===== config.mk =====
export PLATFORM = sky130hd
export DESIGN_NAME = m3i_out
export DESIGN_NICKNAME = d
export VERILOG_FILES = /design/src/hdl/m3i_pkg.sv /design/src/hdl/m3i_out.sv
export SDC_FILE = /design/constraint.sdc
export NUM_CORES = 1
export LEC_CHECK = 0
export BUFFER_PORTS_ARGS = -buffer_cell sky130_fd_sc_hd__buf_2
export CAP_MARGIN = 10
export CORE_ASPECT_RATIO = 0.6
export CORE_UTILIZATION = 46
export CTS_BUF_LIST = sky130_fd_sc_hd__clkbuf_4 sky130_fd_sc_hd__clkbuf_8 sky130_fd_sc_hd__clkbuf_16
export CTS_CLUSTER_SIZE = 10
export DETAILED_ROUTE_END_ITERATION = 10
export PLACE_DENSITY = 0.67
export SYNTH_ARGS = -nofsm -noshare
export SYNTH_HDL_FRONTEND = slang
export SYNTH_SLANG_ARGS = --single-unit

===== constraint.sdc =====
create_clock -name clk -period 14 [get_ports clk]
set_input_delay 1.4 -clock clk [delete_from_list [all_inputs] [get_ports clk]]
set_output_delay 1.4 -clock clk [all_outputs]
set_load 0.03 [all_outputs]

===== src/hdl/m3i_pkg.sv =====
`timescale 1ns / 1ps
// ----------------------------------------------------------------------------
// m3i_pkg: shared types and constants of the 3x3 matrix inverse
// Element count, row length and the per-item flag bundle that travels with
// each matrix through the divide pipeline.
// ----------------------------------------------------------------------------
package m3i_pkg;

	localparam int NUM_ELEM = 9;
	localparam int ROW_LEN  = 3;

	// Per-item status carried alongside the quotients.
	typedef struct packed {
		logic                sing; // determinant is exactly zero
		logic [NUM_ELEM-1:0] neg;  // sign of each result entry
		logic [NUM_ELEM-1:0] ovf;  // magnitude known to exceed the quotient width
	} m3i_flags_t;

endpackage


===== src/hdl/m3i_out.sv =====
`timescale 1ns / 1ps
// ----------------------------------------------------------------------------
// m3i_out: saturation and output buffer
// Clips each quotient to the signed element range, packs the beat and holds
// it in a two-entry buffer that decouples the pipeline from the consumer.
// ----------------------------------------------------------------------------
module m3i_out import m3i_pkg::*; #(
	parameter int W   = 24,
	parameter int QW  = 25,
	parameter int TDW = 216
) (
	input  logic           clk,
	input  logic           arst_n,
	input  logic           wr,
	input  logic [QW-1:0]  q [NUM_ELEM],
	input  m3i_flags_t     flags,
	output logic           full,
	output logic [TDW-1:0] tdata,
	output logic [1:0]     tuser,
	output logic           tvalid,
	input  logic           tready
);

	localparam int DATW = NUM_ELEM*W;
	localparam int EW   = DATW+2;

	logic [QW-1:0]   lim  [NUM_ELEM];
	logic [QW-1:0]   magc [NUM_ELEM];
	logic [QW-1:0]   val  [NUM_ELEM];
	logic [NUM_ELEM-1:0] neg;
	logic [NUM_ELEM-1:0] clip;
	logic [DATW-1:0] res;
	logic [EW-1:0]   ent_nx;

	logic [EW-1:0]   ent_q [2];
	logic            wr_ptr_q;
	logic            rd_ptr_q;
	logic [1:0]      cnt_q;
	logic            rd;

	always_comb begin
		for (int i = 0; i < NUM_ELEM; i++) begin
			// A zero result is never negative.
			neg[i]  = flags.neg[i] && (flags.ovf[i] || (q[i] != '0));
			lim[i]  = neg[i] ? (QW'(1) << (W-1)) : ((QW'(1) << (W-1)) - QW'(1));
			clip[i] = flags.ovf[i] || (q[i] > lim[i]);
			magc[i] = clip[i] ? lim[i] : q[i];
			val[i]  = neg[i] ? (QW'(0) - magc[i]) : magc[i];
			res[i*W +: W] = val[i][W-1:0];
		end
		ent_nx = {(|clip), flags.sing, res};
	end

	assign full   = (cnt_q == 2'd2);
	assign tvalid = (cnt_q != 2'd0);
	assign rd     = tvalid && tready;
	assign tdata  = TDW'(ent_q[rd_ptr_q][DATW-1:0]);
	assign tuser  = ent_q[rd_ptr_q][EW-1:DATW];

	always_ff @(posedge clk) begin
		if (wr) begin
			ent_q[wr_ptr_q] <= ent_nx;
		end
	end

	always_ff @(posedge clk or negedge arst_n) begin
		if (!arst_n) begin
			wr_ptr_q <= 1'b0;
			rd_ptr_q <= 1'b0;
			cnt_q    <= 2'd0;
		end else begin
			if (wr) begin
				wr_ptr_q <= !wr_ptr_q;
			end
			if (rd) begin
				rd_ptr_q <= !rd_ptr_q;
			end
			if (wr && !rd) begin
				cnt_q <= cnt_q + 2'd1;
			end else if (rd && !wr) begin
				cnt_q <= cnt_q - 2'd1;
			end
		end
	end

`ifndef SYNTHESIS
	a_no_overrun: assert property (@(posedge clk) disable iff (!arst_n)
		wr |-> (cnt_q != 2'd2))
		else $error("write into a full output buffer");
	a_cnt_range: assert property (@(posedge clk) disable iff (!arst_n)
		cnt_q != 2'd3)
		else $error("output buffer count out of range");
	a_cnt_up: assert property (@(posedge clk) disable iff (!arst_n)
		(wr && !rd) |=> (cnt_q == $past(cnt_q) + 2'd1))
		else $error("output buffer count did not rise on write");
	a_cnt_down: assert property (@(posedge clk) disable iff (!arst_n)
		(rd && !wr) |=> (cnt_q == $past(cnt_q) - 2'd1))
		else $error("output buffer count did not fall on read");
`endif

endmodule


==> results by group <==
Status
  – Status: complete, no violations

Setup path
  – Worst Setup EP: ent_q[1][142]
  – Cells along the critical path: buf_2, nor4_1, nand4_1, nor3_1, nand2_1, o31a_1, inv_1, ha_1, nand4b_1, nor4_1, o31ai_1, a21boi_2, nand2_1, a21boi_0, inv_1, ha_1, inv_1, nor4_1, nand2_1, or3_1, o31ai_1, xor2_1, a21oi_1
  – CP delay by family, top: simple AND/OR/NAND/NOR gates
  – Slowest stage delay, CP: 880 ps
  – CP Depth: 23
  – CP Launch Type: input pin
  – CP Class: input pin to register
  – Reg2Reg Setup Slack: 9680 ps
  – CP bufs+invs: 4
  – Crit path launch: q[77]
  – CP max-delay cell: a21boi_2
  – Critical Path Sink Type: register
  – Critical path arrival: 8300 ps
  – FF-to-FF End: ent_q[0][114]
  – CP required: 14300 ps
  – Peak fanout along the critical path: 25
  – RR Startpoint: wr_ptr_q
  – R2R cell count: 4

Floorplanning
  – Rows: 69
  – Die X: 318.8 microns
  – Initial Utilization: 46.71%
  – IO Count: 468
  – Core Area: 59310 sq um
  – Die ar.: 61240 sq um
  – Die Y: 192.1 microns

STA
  – Post-Route Skew: 16.14 ps
  – Worst slew pin tran: 1170 ps
  – Tmin final: 8001 ps
  – Slew Limit Fails: 0
  – Setup-failing EPs final: 0
  – RSZ-0062 raised after global routing: no
  – Maximum clock frequency: 0.1250 GHz
  – Setup TNS Final: 0 ps
  – Tcrit/Tclk final: 57.15%
  – Final Hold Viols: 0
  – Slew HR: 21.97%

GRT
  – Initial antenna violation count: 9
  – Vias in the first global route: 21940
  – GRT overflow: 0
  – All-Layer GR Usage: 26.02%
  – Pin count of the biggest net entering global routing: 77
  – First-pass GRT wire length: 125600 microns

Routing
  – 1st-iter DRT viols: 1909
  – Routed wire length per instance: 21.70 microns
  – Drt pass-1 iters: 5
  – DR vias/cell: 6.126
  – Final wirelength: 82580 microns
  – Via count: 23310
  – Remaining DRCs: 0
  – Post-DRT Antenna Nets: 0

CTS
  – Cts bufs inserted: 51
  – CTS tree: built
  – Clock latency on the worst-skew pair: 590 ps
  – Hold_buf cts: 0
  – Post-CTS Setup Bufs: 0
  – Clock Path Buffers: 3
  – Reg clk slew, reported paths: 60 ps
  – Clock Root Buffer: clkbuf_16
  – TritonCTS Sinks: 440
  – CTS H-tree lvls: 2
  – Post-CTS Resized: 0

Logic synthesis
  – Top_reg_cell synth: edfxtp_1
  – Ranking of synthesized cells by area: edfxtp_1 47%, ha_1 10%, mux2_2 8.9%
  – Syn avg cell area: 10.86 sq um
  – Ys async rst share: 0.9091%
  – Post-synth top cells: 436 x edfxtp_1, 277 x a21oi_1, 226 x ha_1
  – Syn nets: 3025
  – Mapped Area: 27700 sq um
  – Register area share after synthesis: 47.62%
  – Synth Instances: 2551
  – Count leader, synth: edfxtp_1
  – Yosys top cell by area: edfxtp_1
  – Yosys cell types: 77
  – Yosys warning total: 0
  – Number of synthesized flops with an enable pin: 436
  – #FFs+latches synth: 440
  – Share of the synthesized area in the top cell type: 47.26%

Power and ir drop
  – P per Cell Area: 152.8 nW/um^2
  – Pleak: 0.01194 uW
  – Max IR drop VDD: 0.1139 mV

Placed design
  – I/O Buffers: 467
  – Gpl congestion: 0.9498
  – DPL Wire Length: 60370 microns
  – Post-place instance area: 30860 sq um

Final layout
  – Area Growth Syn to Fin: 16.70%
  – Design Area, Final: 32330 sq um
  – Nets: 3472
  – Share of layout cells above drive strength 1: 26.97%

Hold path
  – Min-delay worst type: register to register

Flow run
  – Max cap viols: 0
-- worst min-delay path by stage --
stage,start,to,slack (ps),depth (start not counted)
2_1_floorplan,cnt_q[1],cnt_q[1],450,1
3_3_place_gp,cnt_q[1],cnt_q[1],460,1
3_5_place_dp,cnt_q[1],cnt_q[1],490,1
4_1_cts,cnt_q[1],cnt_q[1],510,1
5_1_grt,cnt_q[1],cnt_q[1],530,1
6_report,cnt_q[1],cnt_q[1],520,1
-- where the power goes --
part           switching [uW]  internal, uW  leakage [uW]  total (uW)
clock network             506           701      0.000729        1210
registers                67.0          1750       0.00392        1820
logic                    1300           613       0.00729        1920
-- registers in the layout (all words and copies together), names as in the netlist --
name / cells
wr_ptr_q: 1
rd_ptr_q: 1
ent_q: 436
cnt_q: 2
-- per-stage QoR --
step / hold WS [ps] / util [%] / total power [uW] / worst slack [ps] / instances
after floorplan: 447.4 / - / 3216 / 2381 / 2551
after global placement: 462.6 / 52.03 / 3730 / 5720 / 3726
after detailed placement: 492.0 / 52.03 / 3768 / 5450 / 3726
after CTS: 511.3 / 54.48 / 4994 / 6064 / 3799
after global routing: 534.5 / 54.49 / 5154 / 5272 / 3803
final: 515.1 / 54.51 / 4940 / 5999 / 3806
-- cells in the final DEF (no fill, tap or decap), types with 53 or more instances in the layout --
cell type,synthesis,layout
nand2_1,177,177
clkbuf_16,0,53
nor2_1,179,178
buf_2,6,467
mux2_2,218,218
nor3_1,109,109
o21ai_0,141,141
ha_1,226,226
edfxtp_1,436,436
a21oi_1,277,277
-- cell families after synthesis --
logic type,synth area share (%)
AOI/OAI and AO/OA,15.34
xor gates and xnor gates,1.707
adders and majority gates,10.21
buffers and inverters,2.182
DFF,47.62
muxes,8.898
and+or+nand+nor,14.04
-- cell type report --
cell class	count	area [sq um]
diodes	7	17.52
clock buffers	66	1424
clock inverters	7	28.78
fillers	5169	26980
inverters	56	210.2
multi-input cells	1956	13940
flip-flops and latches	440	13200
well taps	781	977.2
repair buffers	493	2532
-- routing by layer --
metal,part of all wire [%],track usage (%)
met1,46,37.65
met2,44,39.76
met3,7.4,4.492
met4,2.4,7.804
met5,0.015,0
Power figures use the tool's default switching activity.
